[src/hw/rtl/lpr_pkg.sv]
// Package for the line pixel rasterizer: coordinate widths, request codes,
// controller states and the command/status structs between control and datapath.
// No dependencies.
package lpr_pkg;

   // Coordinate width (8..16); ports stay 16 bits: inputs are truncated, outputs sign-extended
   localparam int COORD_BITS = 16;
   localparam int OUT_BITS   = 16;
   localparam int DIFF_BITS  = COORD_BITS + 1;
   localparam int CNT_BITS   = $clog2(COORD_BITS);
   localparam logic [CNT_BITS-1:0] DIV_LAST = CNT_BITS'(COORD_BITS - 1);

   localparam logic FUNC_TICK  = 1'b0;
   localparam logic FUNC_START = 1'b1;

   typedef logic signed [COORD_BITS-1:0] coord_type;
   typedef logic [COORD_BITS-1:0]        mag_type;

   typedef enum logic [2:0] {
      ST_IDLE,
      ST_VERT,
      ST_HORZ,
      ST_DIV,
      ST_GEN
   } state_type;

   typedef enum logic [1:0] {
      KIND_VERT,
      KIND_HORZ,
      KIND_GEN
   } kind_type;

   typedef struct packed {
      logic     load;      // latch a new line from the request fields
      logic     div_step;  // one restoring division step
      logic     emit;      // load the output register and advance the walk
      kind_type pick;      // line kind for the emitted pixel
   } cmd_type;

   typedef struct packed {
      kind_type kind;      // kind of the line in the request fields
      logic     last;      // walk position has reached its end
   } sts_type;

endpackage

[src/hw/rtl/lpr_dpath.sv]
// Datapath of the line pixel rasterizer: line registers, restoring divider,
// incremental quotient/remainder walk and the output payload register.
// Depends on lpr_pkg.
module lpr_dpath
   import lpr_pkg::*;
(
   input  logic                        clock,
   input  logic [15:0]                 req_first_x,
   input  logic [15:0]                 req_first_y,
   input  logic [15:0]                 req_second_x,
   input  logic [15:0]                 req_second_y,
   input  logic [7:0]                  req_pen_color,
   input  cmd_type                     cmd,
   output sts_type                     sts,
   output logic signed [OUT_BITS-1:0]  rsp_pixel_x,
   output logic signed [OUT_BITS-1:0]  rsp_pixel_y,
   output logic [7:0]                  rsp_pixel_color,
   output logic                        rsp_last_pixel
);

   coord_type walk_pos_ff, walk_pos_in;
   coord_type walk_end_ff, walk_end_in;
   coord_type fixed_ff, fixed_in;
   coord_type origin_x_ff, origin_x_in;
   coord_type origin_y_ff, origin_y_in;
   mag_type   run_dx_ff, run_dx_in;
   logic      neg_ff, neg_in;
   logic [7:0] color_ff, color_in;
   // divider: quo holds the dividend bits, then |dy| / dx; rem ends as |dy| % dx
   mag_type   quo_ff, quo_in;
   mag_type   rem_ff, rem_in;
   // walk accumulators: floor(k*|dy|/dx) and its remainder
   mag_type   acc_q_ff, acc_q_in;
   mag_type   acc_r_ff, acc_r_in;
   logic signed [OUT_BITS-1:0] px_ff, px_in, py_ff, py_in;
   logic [7:0] pcol_ff, pcol_in;
   logic      plast_ff, plast_in;

   coord_type ax, ay, bx, by, lx, ly, rx, ry;
   logic signed [DIFF_BITS-1:0] dx_w, dy_w, dy_abs, q_signed, y_sum;
   logic [COORD_BITS:0] trial, r_sum;
   coord_type gen_y;
   logic      last;

   assign ax = coord_type'(req_first_x[COORD_BITS-1:0]);
   assign ay = coord_type'(req_first_y[COORD_BITS-1:0]);
   assign bx = coord_type'(req_second_x[COORD_BITS-1:0]);
   assign by = coord_type'(req_second_y[COORD_BITS-1:0]);

   assign last = walk_pos_ff >= walk_end_ff;

   always_comb begin
      priority if (ax == bx) begin
         sts.kind = KIND_VERT;
      end else if (ay == by) begin
         sts.kind = KIND_HORZ;
      end else begin
         sts.kind = KIND_GEN;
      end
      sts.last = last;
   end

   always_comb begin
      // left endpoint is the walk origin of a general line
      lx = (ax < bx) ? ax : bx;
      ly = (ax < bx) ? ay : by;
      rx = (ax < bx) ? bx : ax;
      ry = (ax < bx) ? by : ay;
      dx_w   = DIFF_BITS'(rx) - DIFF_BITS'(lx);
      dy_w   = DIFF_BITS'(ry) - DIFF_BITS'(ly);
      dy_abs = dy_w[DIFF_BITS-1] ? -dy_w : dy_w;

      trial = {rem_ff, quo_ff[COORD_BITS-1]};
      r_sum = {1'b0, acc_r_ff} + {1'b0, rem_ff};

      q_signed = neg_ff ? -DIFF_BITS'({1'b0, acc_q_ff}) : DIFF_BITS'({1'b0, acc_q_ff});
      y_sum    = DIFF_BITS'(origin_y_ff) + q_signed;
      gen_y    = y_sum[COORD_BITS-1:0];

      walk_pos_in = walk_pos_ff;
      walk_end_in = walk_end_ff;
      fixed_in    = fixed_ff;
      origin_x_in = origin_x_ff;
      origin_y_in = origin_y_ff;
      run_dx_in   = run_dx_ff;
      neg_in      = neg_ff;
      color_in    = color_ff;
      quo_in      = quo_ff;
      rem_in      = rem_ff;
      acc_q_in    = acc_q_ff;
      acc_r_in    = acc_r_ff;
      px_in       = px_ff;
      py_in       = py_ff;
      pcol_in     = pcol_ff;
      plast_in    = plast_ff;

      if (cmd.load) begin
         color_in    = req_pen_color;
         origin_x_in = lx;
         origin_y_in = ly;
         run_dx_in   = dx_w[COORD_BITS-1:0];
         neg_in      = dy_w[DIFF_BITS-1];
         quo_in      = dy_abs[COORD_BITS-1:0];
         rem_in      = '0;
         acc_q_in    = '0;
         acc_r_in    = '0;
         unique case (sts.kind)
            KIND_VERT: begin
               fixed_in    = ax;
               walk_pos_in = (ay < by) ? ay : by;
               walk_end_in = (ay < by) ? by : ay;
            end
            KIND_HORZ: begin
               fixed_in    = ay;
               walk_pos_in = lx;
               walk_end_in = rx;
            end
            default: begin
               walk_pos_in = lx;
               walk_end_in = rx;
            end
         endcase
      end

      if (cmd.div_step) begin
         if (trial >= {1'b0, run_dx_ff}) begin
            rem_in = COORD_BITS'(trial - {1'b0, run_dx_ff});
            quo_in = {quo_ff[COORD_BITS-2:0], 1'b1};
         end else begin
            rem_in = trial[COORD_BITS-1:0];
            quo_in = {quo_ff[COORD_BITS-2:0], 1'b0};
         end
      end

      if (cmd.emit) begin
         unique case (cmd.pick)
            KIND_VERT: begin
               px_in = OUT_BITS'(fixed_ff);
               py_in = OUT_BITS'(walk_pos_ff);
            end
            KIND_HORZ: begin
               px_in = OUT_BITS'(walk_pos_ff);
               py_in = OUT_BITS'(fixed_ff);
            end
            default: begin
               px_in = OUT_BITS'(walk_pos_ff);
               py_in = OUT_BITS'(gen_y);
            end
         endcase
         pcol_in  = color_ff;
         plast_in = last;
         if (!last) begin
            walk_pos_in = walk_pos_ff + coord_type'(1);
            // advance by |dy|/dx per step, carrying when the remainder wraps
            if (r_sum >= {1'b0, run_dx_ff}) begin
               acc_r_in = COORD_BITS'(r_sum - {1'b0, run_dx_ff});
               acc_q_in = acc_q_ff + quo_ff + mag_type'(1);
            end else begin
               acc_r_in = r_sum[COORD_BITS-1:0];
               acc_q_in = acc_q_ff + quo_ff;
            end
         end
      end
   end

   always_ff @(posedge clock) begin
      walk_pos_ff <= walk_pos_in;
      walk_end_ff <= walk_end_in;
      fixed_ff    <= fixed_in;
      origin_x_ff <= origin_x_in;
      origin_y_ff <= origin_y_in;
      run_dx_ff   <= run_dx_in;
      neg_ff      <= neg_in;
      color_ff    <= color_in;
      quo_ff      <= quo_in;
      rem_ff      <= rem_in;
      acc_q_ff    <= acc_q_in;
      acc_r_ff    <= acc_r_in;
      px_ff       <= px_in;
      py_ff       <= py_in;
      pcol_ff     <= pcol_in;
      plast_ff    <= plast_in;
   end

   assign rsp_pixel_x     = px_ff;
   assign rsp_pixel_y     = py_ff;
   assign rsp_pixel_color = pcol_ff;
   assign rsp_last_pixel  = plast_ff;

endmodule

[src/hw/rtl/lpr_ctrl.sv]
// Controller of the line pixel rasterizer: line state machine, divider step
// counter, request stall and output valid. Depends on lpr_pkg.
module lpr_ctrl
   import lpr_pkg::*;
(
   input  logic    clock,
   input  logic    reset,
   input  logic    req_valid,
   input  logic    req_func,
   output logic    req_stall,
   output logic    rsp_valid,
   input  logic    rsp_stall,
   input  sts_type sts,
   output cmd_type cmd
);

   state_type state_ff, state_in;
   logic [CNT_BITS-1:0] cnt_ff, cnt_in;
   logic rsp_valid_ff, rsp_valid_in;
   logic accept;

   assign req_stall = (state_ff == ST_DIV) || (rsp_valid_ff && rsp_stall);
   assign accept    = req_valid && !req_stall;
   assign rsp_valid = rsp_valid_ff;

   always_comb begin
      state_in     = state_ff;
      cnt_in       = cnt_ff;
      cmd.load     = 1'b0;
      cmd.div_step = 1'b0;
      cmd.emit     = 1'b0;
      cmd.pick     = KIND_GEN;
      unique case (state_ff)
         ST_IDLE: begin
            if (accept && req_func == FUNC_START) begin
               cmd.load = 1'b1;
               cnt_in   = '0;
               unique case (sts.kind)
                  KIND_VERT: state_in = ST_VERT;
                  KIND_HORZ: state_in = ST_HORZ;
                  default:   state_in = ST_DIV;
               endcase
            end
         end
         ST_DIV: begin
            cmd.div_step = 1'b1;
            cnt_in       = cnt_ff + CNT_BITS'(1);
            if (cnt_ff == DIV_LAST) begin
               state_in = ST_GEN;
            end
         end
         ST_VERT, ST_HORZ, ST_GEN: begin
            unique case (state_ff)
               ST_VERT: cmd.pick = KIND_VERT;
               ST_HORZ: cmd.pick = KIND_HORZ;
               default: cmd.pick = KIND_GEN;
            endcase
            if (accept && req_func == FUNC_TICK) begin
               cmd.emit = 1'b1;
               if (sts.last) begin
                  state_in = ST_IDLE;
               end
            end
         end
         default: state_in = ST_IDLE;
      endcase

      priority if (cmd.emit) begin
         rsp_valid_in = 1'b1;
      end else if (!rsp_stall) begin
         rsp_valid_in = 1'b0;
      end else begin
         rsp_valid_in = rsp_valid_ff;
      end
   end

   always_ff @(posedge clock) begin
      if (reset) begin
         state_ff     <= ST_IDLE;
         cnt_ff       <= '0;
         rsp_valid_ff <= 1'b0;
      end else begin
         state_ff     <= state_in;
         cnt_ff       <= cnt_in;
         rsp_valid_ff <= rsp_valid_in;
      end
   end

   a_emit_fills: assert property (@(posedge clock) disable iff (reset)
      cmd.emit |=> rsp_valid_ff)
      else $error("emitted pixel not presented");

   a_div_blocks: assert property (@(posedge clock) disable iff (reset)
      state_ff == ST_DIV |-> req_stall)
      else $error("request taken during division");

   a_div_ends: assert property (@(posedge clock) disable iff (reset)
      (state_ff == ST_DIV && cnt_ff == DIV_LAST) |=> state_ff == ST_GEN)
      else $error("division did not hand over to the walk");

   a_no_overwrite: assert property (@(posedge clock) disable iff (reset)
      cmd.emit |-> !(rsp_valid_ff && rsp_stall))
      else $error("held pixel overwritten");

endmodule

[src/hw/rtl/line_pixel_rasterizer.sv]
// Top level of the line pixel rasterizer: controller plus datapath.
// Depends on lpr_pkg, lpr_ctrl and lpr_dpath.
//
//  channel  direction  handshake             payload
//  req      in         req_valid/req_stall   func, first_x/y, second_x/y, pen_color
//  rsp      out        rsp_valid/rsp_stall   pixel_x, pixel_y, pixel_color, last_pixel
//
// Ticks run at one item per cycle unless a held pixel stalls them: each tick of a
// running line yields one pixel. A start item of a sloped line (neither vertical
// nor horizontal) is followed by the restoring divider forming |dy|/dx and
// |dy|%dx; req_stall stays high meanwhile. Vertical and horizontal lines skip it.
// Each pixel then advances a quotient/remainder pair, so no division per pixel.
// Reset is synchronous and leaves the engine idle; there is no clearing pass.
// A stalled pixel waits in the output register; the next tick is held off until
// it is taken or is taken in the same cycle.
module line_pixel_rasterizer
   import lpr_pkg::*;
(
   input  logic                       clock,
   input  logic                       reset,
   input  logic                       req_valid,
   output logic                       req_stall,
   input  logic                       req_func,
   input  logic signed [15:0]         req_first_x,
   input  logic signed [15:0]         req_first_y,
   input  logic signed [15:0]         req_second_x,
   input  logic signed [15:0]         req_second_y,
   input  logic [7:0]                 req_pen_color,
   output logic                       rsp_valid,
   input  logic                       rsp_stall,
   output logic signed [OUT_BITS-1:0] rsp_pixel_x,
   output logic signed [OUT_BITS-1:0] rsp_pixel_y,
   output logic [7:0]                 rsp_pixel_color,
   output logic                       rsp_last_pixel
);

   cmd_type cmd;
   sts_type sts;

   // sequencing: start/tick decode, divider count, output valid
   lpr_ctrl u_ctrl (
      .clock     (clock),
      .reset     (reset),
      .req_valid (req_valid),
      .req_func  (req_func),
      .req_stall (req_stall),
      .rsp_valid (rsp_valid),
      .rsp_stall (rsp_stall),
      .sts       (sts),
      .cmd       (cmd)
   );

   // line registers, divider and pixel payload
   lpr_dpath u_dpath (
      .clock           (clock),
      .req_first_x     (req_first_x),
      .req_first_y     (req_first_y),
      .req_second_x    (req_second_x),
      .req_second_y    (req_second_y),
      .req_pen_color   (req_pen_color),
      .cmd             (cmd),
      .sts             (sts),
      .rsp_pixel_x     (rsp_pixel_x),
      .rsp_pixel_y     (rsp_pixel_y),
      .rsp_pixel_color (rsp_pixel_color),
      .rsp_last_pixel  (rsp_last_pixel)
   );

endmodule
[config.mk]
export PLATFORM = sky130hd
export DESIGN_NAME = line_pixel_rasterizer
export DESIGN_NICKNAME = d
export VERILOG_FILES = /design/src/hw/rtl/lpr_pkg.sv /design/src/hw/rtl/lpr_dpath.sv /design/src/hw/rtl/lpr_ctrl.sv /design/src/hw/rtl/line_pixel_rasterizer.sv
export SDC_FILE = /design/constraint.sdc
export NUM_CORES = 1
export LEC_CHECK = 0
export ABC_CLOCK_PERIOD_IN_PS = 12990
export BUFFER_PORTS_ARGS = -buffer_cell sky130_fd_sc_hd__buf_2
export CAP_MARGIN = 20
export CORE_ASPECT_RATIO = 1.2
export CORE_MARGIN = 5
export CORE_UTILIZATION = 48
export CTS_CLUSTER_SIZE = 30
export DETAILED_ROUTE_END_ITERATION = 12
export PLACE_DENSITY = 0.66
export RECOVER_POWER = 100
export SLEW_MARGIN = 30
export SYNTH_ARGS = -nofsm -noshare
export SYNTH_HDL_FRONTEND = slang
export SYNTH_SLANG_ARGS = --single-unit
export TNS_END_PERCENT = 20
[constraint.sdc]
create_clock -name clock -period 12.99 [get_ports clock]
set_input_delay 1.9485 -clock clock [delete_from_list [all_inputs] [get_ports clock]]
set_output_delay 1.9485 -clock clock [all_outputs]
set_load 0.02 [all_outputs]
Yosys cells after proc, flatten, opt, wreduce, memory -nomap -nowiden
Cells that the tools add are included.
Storage, ports and cells
  register bits after elaboration: 202
  latch bits: 0
  bits in writable memories: 0
  bits in read-only memories: 0
  bits of input ports: 77
  memories kept: 0
Cells by class
  add/subtract/negate cells: 12
  $mul: 0
  divide/modulo/power cells: 0
  $lt $le $gt $ge: 5
  equal/unequal tests: 14
  shifts and indexed selects: 0
  multiplexer cells: 48
  bitwise operators: 1
  reduce and logical (&&, ||, !) cells: 16
Operator list (count)
  16-bit two-way mux: 27
  16-bit one-hot mux with 2 select lines: 2
  16-bit subtractor: 3
  17-bit by 16-bit >= comparator with 1-bit output: 2
  16-bit adder: 2
  16-bit == test: 2
  16-bit less-than comparator: 2
  16-bit negator: 2
  16-bit by 16-bit adder with 17-bit output: 1
  16-bit by 16-bit subtractor with 17-bit output: 1
  16-bit by 1-bit adder with 16-bit output, second input constant: 1
  16-bit by 2-bit adder with 16-bit output, second input constant: 1
  16-bit >= comparator: 1
  3-bit two-way mux: 5
  3-bit one-hot mux with 3 select lines: 1
  2-bit by 1-bit inequality test with 1-bit output, second input constant: 4
  2-bit one-hot mux with 2 select lines: 2
  4-bit one-hot mux with 2 select lines: 1
  1-bit two-way mux: 7
  3-bit by 2-bit == test with 1-bit output, second input constant: 2
  2-bit nonzero test: 3
  4-bit by 1-bit adder with 4-bit output, second input constant: 1
  2-bit by 1-bit == test with 1-bit output, second input constant: 2
  4-bit == test, second input constant: 1
  14 further kinds: 20

Depth between registers and ports, before layout
Gate-level depths: netlist of run 1.
  depth in word-level cells: 10
  gate-level depth with buffers: 23
  mapped depth without buffers: 22

Hierarchy
A second synthesis of run 1 with hierarchy kept.
Second synthesis, totals
  cells, all modules: 1839
  area total of the unflattened synthesis: 16390.7 um^2
Modules (own cells, without submodules)
  lpr_dpath: times used 1, cells each 1776, area an instance 15865.2 um^2, sequential area each 5345.1 um^2
  lpr_ctrl: times used 1, cells each 63, area an instance 525.5 um^2, sequential area each 160.2 um^2

Least setup slack after synthesis of run 1
OpenSTA, ideal clock, no wires.
  path kind: in2reg
  start point: in req_second_x[14]
  end point: reg u_dpath.run_dx_ff[14], data pin
  setup time: 167 ps
  data arrival time: 5723 ps
  path slack: 7100 ps
  stages on the path: 21
  buffers on the path: 4
  cells stage by stage: inv_1 -> ha_1 -> buf_2 -> nand4_4 -> nor4_4 -> o21a_4 -> o31ai_4 -> nand2_4 -> buf_4 -> buf_2 -> buf_1 -> nand2_1 -> o21a_1 -> ha_1 -> o21ai_0 -> a21oi_1 -> nand2b_1 -> a41o_1 -> a22oi_1 -> nor2_1 -> a211oi_1
On the way
  cells in the longest elaborated chain, start to end: 3
Ends and longest elaborated chain
  start: declaration: RTL line line_pixel_rasterizer.sv:26  | input logic signed [15:0] req_second_x,
  16-bit less-than comparator: RTL line lpr_dpath.sv:65, lpr_dpath.sv:67
  16-bit two-way mux (on tied branches): RTL line lpr_dpath.sv:67, lpr_dpath.sv:65
  16-bit subtractor *: RTL line lpr_dpath.sv:69  | dx_w = DIFF_BITS'(rx) - DIFF_BITS'(lx);
  via u_dpath.dx_w[14]: RTL line lpr_dpath.sv:40  | logic signed [DIFF_BITS-1:0] dx_w, dy_w, dy_abs, q_signed, y_sum;
  end signal: assignment: RTL line lpr_dpath.sv:172  | run_dx_ff <= run_dx_in;
  end: declaration: RTL line lpr_dpath.sv:26  | mag_type run_dx_ff, run_dx_in;
The timed path passes the listed nets; every way through them passes the cells marked *.
A chain may end at the register's enable or synchronous reset.

Final worst setup path of run 1
  start point: in req_second_x[15]
  end point: reg u_dpath.quo_ff[5], data pin
RTL lines
  16-bit less-than comparator *: RTL line lpr_dpath.sv:66, lpr_dpath.sv:68
  16-bit two-way mux (on tied branches): RTL line lpr_dpath.sv:68, lpr_dpath.sv:66
  16-bit by 16-bit subtractor with 17-bit output *: RTL line lpr_dpath.sv:70  | dy_w = DIFF_BITS'(ry) - DIFF_BITS'(ly);
  via u_dpath.dy_w[16]: RTL line lpr_dpath.sv:40
  16-bit two-way mux *: RTL line lpr_dpath.sv:71  | dy_abs = dy_w[DIFF_BITS-1] ? -dy_w : dy_w;
  16-bit two-way mux *: RTL line lpr_dpath.sv:97  | if (cmd.load) begin
  16-bit two-way mux *: RTL line lpr_dpath.sv:125  | if (cmd.div_step) begin
  via u_dpath.quo_in[5]: RTL line lpr_dpath.sv:30  | mag_type quo_ff, quo_in;
  end signal: assignment: RTL line lpr_dpath.sv:175  | quo_ff <= quo_in;
  end: declaration: RTL line lpr_dpath.sv:30
The timed path passes the listed nets; every way through them passes the cells marked *. The select of a mux whose other input is x is not followed.

==> results of run 1 <==
==> layer usage <==
metal | part of all wire [%] | GRT usage (%) | wire length [um] | vias up
met1 | 41 | 33.5 | 20800 | 6938
met5 | 0.12 | 0 | 60 | -
met2 | 49 | 45.5 | 25000 | 502
li1 | - | - | - | 7056
met4 | 4.6 | 11.1 | 2350 | 10
met3 | 5.9 | 3.34 | 3000 | 121
==> flip-flops by register name (all words and copies together) (netlist names) <==
| signal | count |
|---|---|
| u_dpath.rsp_pixel_y | 16 |
| u_dpath.quo_ff | 16 |
| u_dpath.neg_ff | 1 |
| u_dpath.rsp_last_pixel | 1 |
| u_ctrl.state_ff | 3 |
| u_dpath.run_dx_ff | 16 |
| u_dpath.rsp_pixel_color | 8 |
| u_dpath.rem_ff | 16 |
| u_ctrl.cnt_ff | 4 |
| u_dpath.acc_r_ff | 16 |
| u_dpath.fixed_ff | 16 |
| u_ctrl.rsp_valid | 1 |
| u_dpath.walk_pos_ff | 16 |
| u_dpath.origin_y_ff | 16 |
| u_dpath.color_ff | 8 |
| u_dpath.rsp_pixel_x | 16 |
| u_dpath.acc_q_ff | 16 |
| u_dpath.walk_end_ff | 16 |
==> cell usage in the layout, fill, tap and decap left out, drive strengths merged, types with 13 or more instances in the layout <==
cell    Yosys  layout
clkbuf     57      85
nand2b     15      15
a21o       22      22
inv       125     127
nor3       35      35
xor2       32      32
mux2       30      30
a22oi      20      20
mux2i      39      39
and3       41      41
o22ai      22      22
o21bai     22      22
nand2     149     149
buf        18      80
ha        133     133
nor2      149     149
a211oi     21      21
nor2b      28      28
xnor2      92      92
nand3      73      73
nor4       13      13
or3        19      19
a31oi      20      20
o21a       17      17
a21oi     146     146
edfxtp    146     146
o21ai     123     123
dfxtp      56      56
nand4      29      29
==> path summary, 6_finish.rpt <==
check,startpoint,end,slack [ns],cells past startpoint
worst min register to register,u_dpath.color_ff[7]$_DFFE_PP_,u_dpath.rsp_pixel_color[7]$_DFFE_PP_,0.41,0
worst max-delay path,req_second_x[15],u_dpath.quo_ff[5]$_DFFE_PP_,3.89,17
worst min-delay path,u_dpath.color_ff[7]$_DFFE_PP_,u_dpath.rsp_pixel_color[7]$_DFFE_PP_,0.41,0
worst max register to register,u_ctrl.state_ff[2]$_SDFFE_PP0P_,u_dpath.walk_pos_ff[0]$_DFF_P_,5.49,10
==> through the flow <==
stage | util (%) | hold WS, ns | cell area (um^2) | total power (uW)
final | 53.1 | 0.415 | 18000 | 3210
after global routing | 53.1 | 0.435 | 18000 | 3410
after CTS | 53.7 | 0.415 | 18200 | 3220
after detailed placement | 51.3 | 0.405 | 17400 | 2510
after global placement | 51.3 | 0.401 | 17400 | 2480
after floorplan | - | 0.400 | 16400 | 2060
==> power by group through the flow <==
stage	registers [uW]	logic, uW	clock network [uW]
2_1_floorplan	902	1160	0
3_3_place_gp	925	1560	0
3_5_place_dp	928	1590	0
4_1_cts	916	1600	706
5_1_grt	932	1750	731
6_report	921	1590	694
==> area by class of cell <==
class | count | share of cell area (%)
Clock buffer | 30 | 3.52
Inverter | 128 | 2.67
Clock inverter | 14 | 0.973
Tap cell | 456 | 3.17
Multi-Input combinational cell | 1452 | 55.6
Sequential cell | 202 | 30.6
Antenna cell | 2 | 0.0278
Timing Repair Buffer | 135 | 3.49
==> cells by family after synthesis <==
logic type | Yosys count | synth area share, %
buf+inv | 203 | 4.77
fa+ha+maj | 138 | 10.8
mux | 69 | 4.48
flops | 202 | 33.7
xor+xnor | 124 | 6.69
simple gates | 594 | 18.4
compound gates | 527 | 21.2
==> results.json, run 1 <==
{
  "peakVddDrop_uv": 105,
  "critical_path_arrival_ns": 9.29,
  "die-area_um2": 37900,
  "slew_violations": 363,
  "die_x_um": 179,
  "yosys_most_used_dff": "edfxtp_1",
  "crit_buf_inv": 3,
  "core_area_um2": 33900,
  "swShare_pct": 41.8,
  "max_stage_delay_ns": 1.15,
  "clockPowerShare_pct": 21.6,
  "postCtsResizedCells": 0,
  "remaining_drc_errors": 0,
  "cts_tree": "built",
  "vias_per_cell": 6.05,
  "drt-total-wl_um": 51300,
  "worstPathRequired_ns": 13.18,
  "worst_clock_skew_ns": 0.0208,
  "multi_input_area_um2": 10000,
  "p_sw_uw": 1340,
  "cts_buffers": 24,
  "rows": 74,
  "vias": 14627,
  "combPwrFrac_pct": 49.6,
  "fin_crit_sh_pct": 70.0,
  "seq_area_um2": 5510,
  "drive_above_1_share_pct": 8.82,
  "hold_path_class": "register to register",
  "p_per_area_nw_per_um2": 178,
  "finalSetupViolCount": 0,
  "status": "finished, violations left",
  "synth_top_area_share_pct": 26.8,
  "syn_avg_cell_area_um2": 8.81,
  "finalSetupTns_ns": 0,
  "clkTransAtPathRegs_ns": 0.06,
  "antenna_found_initial": 7,
  "ant_nets": 0,
  "clkSinkCount": 202,
  "crit_path_start_kind": "input port",
  "synth_edf_count": 146,
  "syn2layout_area_growth_pct": 10.1,
  "synth-seq-cells": 202,
  "clock-root-buffer": "clkbuf_16",
  "io_pins": 120,
  "wl_per_cell_um": 21.2,
  "dp_cells": 2373,
  "cts_setup_buffers": 0,
  "fmax_mhz": 110,
  "dp.final_hpwl_um": 40100,
  "maxCapViolations": 8,
  "finalNetCount": 2158,
  "syn_area_um2": 16400,
  "cp_max_fo": 54,
  "first_pass_iters": 5,
  "drt_iter0_markers": 1274,
  "synth_area_leaders": "edfxtp_1, ha_1, dfxtp_1, xnor2_1, a21oi_1",
  "cts_buffer_depth": 3,
  "cp_slowest_cell": "nand2_1",
  "failed_checks": "capacitance limit, slew limit",
  "rsz0062_at_grt": "false",
  "hold_viol": 0,
  "power_frac_seq_pct": 28.7,
  "grt_max_degree": 74,
  "hold_buffers": 0,
  "crit_type": "input port to register",
  "synth_cells": 1857,
  "gp_congestion": 1.01,
  "fillers": 3235,
  "io_buffer_count": 119,
  "pre_cts_slack_ns": 6.11,
  "min_period_ns": 9.10,
  "grt_pass1_vias": 14001,
  "crit_chain": "clkbuf_1, inv_1, ha_1, nand4_1, nor4_1, o21ai_0, nand4_1, nand2_1, o22ai_1, a221o_1, a211oi_1, nor4b_1, nor3_1, inv_1, nand2_1, xnor2_1, a21oi_1",
  "synth_top_area_cell": "edfxtp_1",
  "gr-total-overflow": 0,
  "htreeDepth": 1,
  "insertion_delay_ns": 0.55,
  "ys_seq_area_share_pct": 33.7,
  "worst_slack_ns": 3.89,
  "ys_types": 94,
  "die_h_um": 212,
  "worst_slew_pin_slew_ns": 3.83,
  "slew-limit-headroom_pct": -155,
  "layout.cells.non_filler": 2419,
  "grt_pass1_wl_um": 78200,
  "initial_core_util_pct": 48.3,
  "yosysWarnings": 0,
  "crit_path_end_kind": "register",
  "synthTopCellsByCount": "nand2_1, nor2_1, edfxtp_1, a21oi_1, ha_1",
  "power.internal_uw": 1870,
  "cp_top_family": "simple AND/OR/NAND/NOR gates",
  "synthArstFlopShare_pct": 0,
  "syn_nets": 2072,
  "track_usage_pct": 26.5,
  "power.leakage_uw": 0.00738
}
No activity file was read; power rests on OpenSTA's default activity.
==> run 2, diff against run 1 <==
--- a/config.mk
+++ b/config.mk
@@ -5,7 +5,8 @@
 export SDC_FILE = /design/constraint.sdc
 export NUM_CORES = 1
 export LEC_CHECK = 0
-export ABC_CLOCK_PERIOD_IN_PS = 12990
+export ABC_AREA = 1
+export ABC_CLOCK_PERIOD_IN_PS = 9300
 export BUFFER_PORTS_ARGS = -buffer_cell sky130_fd_sc_hd__buf_2
 export CAP_MARGIN = 20
 export CORE_ASPECT_RATIO = 1.2
==> constraint.sdc (replaced) <==
create_clock -name clock -period 9.3 [get_ports clock]
set_input_delay 1.395 -clock clock [delete_from_list [all_inputs] [get_ports clock]]
set_output_delay 1.395 -clock clock [all_outputs]
set_load 0.02 [all_outputs]
==> results.json, run 2 <==
{
  "dp_cells": 2700,
  "insertedDiodeCount": 0,
  "rows": 73,
  "grt_pass1_vias": 14674,
  "crit_chain": "clkbuf_1, inv_1, ha_1, nand2_1, nor2_1, nand2_1, clkinv_1, nand2_1, nand2_1, nand2_1, nand2_1, o21ai_0, o21bai_1, clkinv_1, nor2_1, nand3_2, nand2_1, nand2_1, nand3_1, nand2_1, nand3_1, nand2_1",
  "combPwrFrac_pct": 56.7,
  "yosysMostFrequentCell": "nand2_1",
  "wl_per_cell_um": 18.3,
  "cts_tree": "built",
  "gr-total-overflow": 0,
  "p_sw_uw": 2690,
  "synth_cells": 2178,
  "p_per_area_nw_per_um2": 320,
  "vias": 15379,
  "cp_max_fo": 70,
  "hold_buffers": 0,
  "power_frac_seq_pct": 26.1,
  "synthTopCellsByCount": "nand2_1, inv_1, o21ai_0, a21oi_1, edfxtp_1",
  "clkTransAtPathRegs_ns": 0.06,
  "fin_crit_sh_pct": 70.3,
  "ant_nets": 0,
  "ys_types": 57,
  "max_stage_delay_ns": 1.20,
  "slew_violations": 348,
  "crit_type": "input port to register",
  "cp_slowest_cell": "nand2_1",
  "drive_above_1_share_pct": 6.32,
  "synth_top_area_cell": "edfxtp_1",
  "hold_viol": 0,
  "drt_iter0_markers": 1342,
  "die_x_um": 177,
  "htreeDepth": 1,
  "slew-limit-headroom_pct": -117,
  "yosys_most_used_dff": "edfxtp_1",
  "finalSetupTns_ns": 0,
  "io_pins": 120,
  "ys_seq_area_share_pct": 34.2,
  "mostFrequentLayoutCell": "nand2_1",
  "insertion_delay_ns": 0.54,
  "swShare_pct": 47.3,
  "layout.cells.non_filler": 2744,
  "peakVddDrop_uv": 199,
  "path_common_cell": "nand2_1",
  "gp_congestion": 1.03,
  "synth-seq-cells": 202,
  "clockPowerShare_pct": 17.2,
  "yosysWarnings": 0,
  "syn2layout_area_growth_pct": 10.2,
  "power.internal_uw": 2990,
  "status": "finished, violations left",
  "drt-total-wl_um": 50300,
  "antenna_found_initial": 1,
  "core_area_um2": 33200,
  "synth_top_area_share_pct": 27.3,
  "crit_path_start_kind": "input port",
  "synth_area_leaders": "edfxtp_1, nand2_1, ha_1, dfxtp_1, inv_1",
  "synthArstFlopShare_pct": 0,
  "worst_clock_skew_ns": 0.0137,
  "syn_avg_cell_area_um2": 7.39,
  "hp-start": "u_dpath.color_ff[1]$_DFFE_PP_",
  "critical_path_arrival_ns": 6.82,
  "worst_slew_pin_slew_ns": 3.26,
  "io_buffer_count": 119,
  "worstPathRequired_ns": 9.59,
  "clock-root-buffer": "clkbuf_16",
  "min_period_ns": 6.54,
  "layout_common_cells": "nand2_1, inv_1, o21ai_0",
  "vias_per_cell": 5.60,
  "power.leakage_uw": 0.00836,
  "die-area_um2": 37300,
  "failed_checks": "capacitance limit, slew limit",
  "initial_core_util_pct": 48.5,
  "finalNetCount": 2491,
  "clkSinkCount": 202,
  "rsz0062_at_grt": "false",
  "syn_area_um2": 16100,
  "synth_edf_count": 146,
  "postCtsResizedCells": 0,
  "die_h_um": 211,
  "syn_nets": 2393,
  "fin_util_pct": 53.5,
  "rr_startpoint": "u_ctrl.state_ff[2]$_SDFFE_PP0P_",
  "dp.final_hpwl_um": 39600,
  "first_pass_iters": 6,
  "hold_path_class": "register to register",
  "crit_path_end_kind": "register",
  "cts_buffer_depth": 3,
  "crit_path_start": "req_second_x[15]",
  "cts_setup_buffers": 0,
  "remaining_drc_errors": 0,
  "cts_buffers": 24,
  "grt_pass1_wl_um": 79200,
  "finalSetupViolCount": 0,
  "track_usage_pct": 26.6,
  "maxCapViolations": 8,
  "grt_max_degree": 71,
  "fmax_mhz": 153
}
run 2: cell count changes in the layout (fill, tap and decap cells not counted), sizes merged, moves of 36 or more:
cell | before | now
nand3 | 73 | 138
o21ai | 123 | 230
nand2 | 149 | 544
xnor2 | 92 | 37
mux2i | 39 | 0
and3 | 41 | 0
xor2 | 32 | 68
inv | 127 | 297
run 2: cells by family after synthesis:
family | count (synthesis) | synth area share (%)
xor+xnor | 105 | 5.76
fa+ha+maj | 138 | 11.0
buf+inv | 364 | 8.90
simple gates | 896 | 23.6
flops | 202 | 34.2
compound gates | 473 | 16.6
run 2: metrics by stage:
| stage | hold WS, ns | instance area [um^2] | power (uW) | setup slack, ns |
|---|---|---|---|---|
| 2_1_floorplan | 0.400 | 16100 | 3810 | 5.00 |
| 3_3_place_gp | 0.400 | 17100 | 4620 | 4.13 |
| 3_5_place_dp | 0.405 | 17100 | 4670 | 4.06 |
| 4_1_cts | 0.419 | 17900 | 5670 | 4.41 |
| 5_1_grt | 0.434 | 17700 | 6150 | 2.22 |
| 6_report | 0.418 | 17700 | 5680 | 2.76 |
run 2: worst paths after layout:
kind,endpoint,cells past startpoint,slack (ns)
max,u_dpath.quo_ff[14]$_DFFE_PP_,22,2.76
min,u_dpath.rsp_pixel_color[1]$_DFFE_PP_,0,0.42
max reg2reg,u_dpath.acc_q_ff[10]$_DFF_P_,14,2.90
min reg2reg,u_dpath.rsp_pixel_color[1]$_DFFE_PP_,0,0.42
run 2: area by class of cell:
cell class                 instances  area (um^2)
fill                            3248        15400
clock buffer                      34          711
multi-input combinational       1612         9090
timing repair buffer             133          613
clock inverter                    10          106
sequential                       202         5510
inverter                         303         1140
tap                              450          563
run 2: worst max-delay path: cells and delay by family:
family	cells	cell delay, ns
compound gates	2	1.35
simple gates	15	3.26
buf+inv	4	0.43
fa+ha+maj	1	0.38
run 2: metal layers:
layer | routed length, um | up-vias | share of wire, % | global-route usage [%]
li1 | - | 7543 | - | -
met1 | 22200 | 7135 | 44 | 37.5
met2 | 22600 | 617 | 45 | 43.0
met3 | 3990 | 82 | 7.9 | 3.37
met4 | 1490 | 2 | 3.0 | 8.30
met5 | 13 | - | 0.026 | 0
run 2: power by group through the flow:
stage,sequential (uW),clock [uW],combinational (uW)
global placement,1480,0,3140
global route,1510,1030,3610
CTS,1470,995,3210
detailed placement,1490,0,3190
finish,1480,978,3220
floorplan,1460,0,2350
==> run 3, diff against run 2 <==
--- a/config.mk
+++ b/config.mk
@@ -6,7 +6,7 @@
 export NUM_CORES = 1
 export LEC_CHECK = 0
 export ABC_AREA = 1
-export ABC_CLOCK_PERIOD_IN_PS = 9300
+export ABC_CLOCK_PERIOD_IN_PS = 6500
 export BUFFER_PORTS_ARGS = -buffer_cell sky130_fd_sc_hd__buf_2
 export CAP_MARGIN = 20
 export CORE_ASPECT_RATIO = 1.2
==> constraint.sdc (replaced) <==
create_clock -name clock -period 6.5 [get_ports clock]
set_input_delay 0.975 -clock clock [delete_from_list [all_inputs] [get_ports clock]]
set_output_delay 0.975 -clock clock [all_outputs]
set_load 0.02 [all_outputs]
==> results.json, run 3 (synthesis results as in run 2) <==
{
  "holdWs_ns": 0.420,
  "drive_above_1_share_pct": 6.29,
  "layout_common_cells": "nand2_1, inv_1, o21ai_0",
  "power.leakage_uw": 0.00834,
  "grt_pass1_vias": 14418,
  "layout.cells.non_filler": 2740,
  "ant_nets": 0,
  "critical_path_arrival_ns": 5.57,
  "maxCapViolations": 5,
  "die-area_um2": 37300,
  "fillers": 3271,
  "cp_top_family": "buffers and inverters",
  "hold_buffers": 0,
  "placed_area_um2": 17100,
  "finalSetupTns_ns": 0,
  "clkTransAtPathRegs_ns": 0.07,
  "vias_per_cell": 5.50,
  "core_area_um2": 33200,
  "gp_congestion": 0.960,
  "mostFrequentLayoutCell": "nand2_1",
  "crit_type": "register to register",
  "initial_core_util_pct": 48.5,
  "p_per_area_nw_per_um2": 456,
  "crit_buf_inv": 6,
  "slew_violations": 195,
  "drt_iter0_markers": 1288,
  "peakVddDrop_uv": 383,
  "failed_checks": "capacitance limit, slew limit",
  "slew-limit-headroom_pct": -104,
  "path_common_cell": "inv_1",
  "crit_path_end_kind": "register",
  "cts_tree": "built",
  "die_x_um": 177,
  "drt-total-wl_um": 49100,
  "syn2layout_area_growth_pct": 10.0,
  "worst_slew_pin_slew_ns": 3.06,
  "insertedDiodeCount": 0,
  "cts_buffer_depth": 3,
  "hold_path_class": "register to register",
  "hold_viol": 0,
  "clkSinkCount": 202,
  "r2r_slack_ns": 1.05,
  "finalNetCount": 2489,
  "remaining_drc_errors": 0,
  "worst_slack_ns": 1.05,
  "cts_setup_buffers": 0,
  "clock-root-buffer": "clkbuf_16",
  "postCtsResizedCells": 0,
  "grt_max_degree": 71,
  "fin_crit_sh_pct": 83.9,
  "grt_pass1_wl_um": 76600,
  "min_period_ns": 5.45,
  "dp.final_hpwl_um": 38800,
  "cp_slowest_cell": "clkbuf_1",
  "first_pass_iters": 5,
  "finalInstanceArea_um2": 17700,
  "wl_per_cell_um": 17.9,
  "cp_max_fo": 44,
  "antenna_found_initial": 0,
  "pre_cts_slack_ns": 1.53,
  "seq_area_um2": 5510,
  "crit_path_start_kind": "register",
  "htreeDepth": 1,
  "status": "finished, violations left",
  "multi_input_area_um2": 9100,
  "crit_chain": "inv_1, nor3_1, buf_4, inv_1, nand4_1, nor2_4, clkbuf_1, nor2_1, inv_1, clkbuf_1",
  "dp_cells": 2699,
  "insertion_delay_ns": 0.53,
  "rsz0062_at_grt": "false",
  "rows": 73,
  "fmax_mhz": 183,
  "worstPathRequired_ns": 6.62,
  "gr-total-overflow": 0,
  "track_usage_pct": 25.8,
  "io_buffer_count": 119,
  "cts_buffers": 23,
  "finalSetupViolCount": 0,
  "vias": 15074,
  "worst_clock_skew_ns": 0.0240,
  "io_pins": 120,
  "max_stage_delay_ns": 1.39,
  "die_h_um": 211
}
[run 3: per-layer routing]
layer	GRT usage (%)	wire, um	part of all wire, %
met1	36.2	22200	45
met2	40.8	21800	44
met3	4.09	3490	7.1
met4	8.86	1720	3.5
met5	0	0	0
[run 3: final cells by class]
cell class | instances | area share, %
clock inverters | 11 | 0.884
clock buffers | 30 | 3.57
inverters | 303 | 6.43
well taps | 450 | 3.18
repair buffers | 132 | 3.41
multi-input cells | 1612 | 51.4
flip-flops and latches | 202 | 31.1
[run 3: worst paths after layout]
path / cells past startpoint / from / to
worst max-delay path: 10 / u_ctrl.state_ff[1]$_SDFFE_PP0P_ / u_dpath.quo_ff[11]$_DFFE_PP_
worst min-delay path: 0 / u_dpath.color_ff[0]$_DFFE_PP_ / u_dpath.rsp_pixel_color[0]$_DFFE_PP_
worst max register to register: 10 / u_ctrl.state_ff[1]$_SDFFE_PP0P_ / u_dpath.quo_ff[11]$_DFFE_PP_
worst min register to register: 0 / u_dpath.color_ff[0]$_DFFE_PP_ / u_dpath.rsp_pixel_color[0]$_DFFE_PP_
[run 3: per-stage QoR]
step	total power, uW	utilization [%]
after floorplan	5460	-
after global placement	6570	51.5
after detailed placement	6660	51.5
after CTS	8060	53.9
after global routing	8730	53.4
final	8060	53.4
[run 3: report_power, final]
| part | switching, uW | internal, uW | total, uW |
|---|---|---|---|
| registers | 266 | 1840 | 2100 |
| logic | 3010 | 1580 | 4590 |
| clock network | 561 | 813 | 1370 |
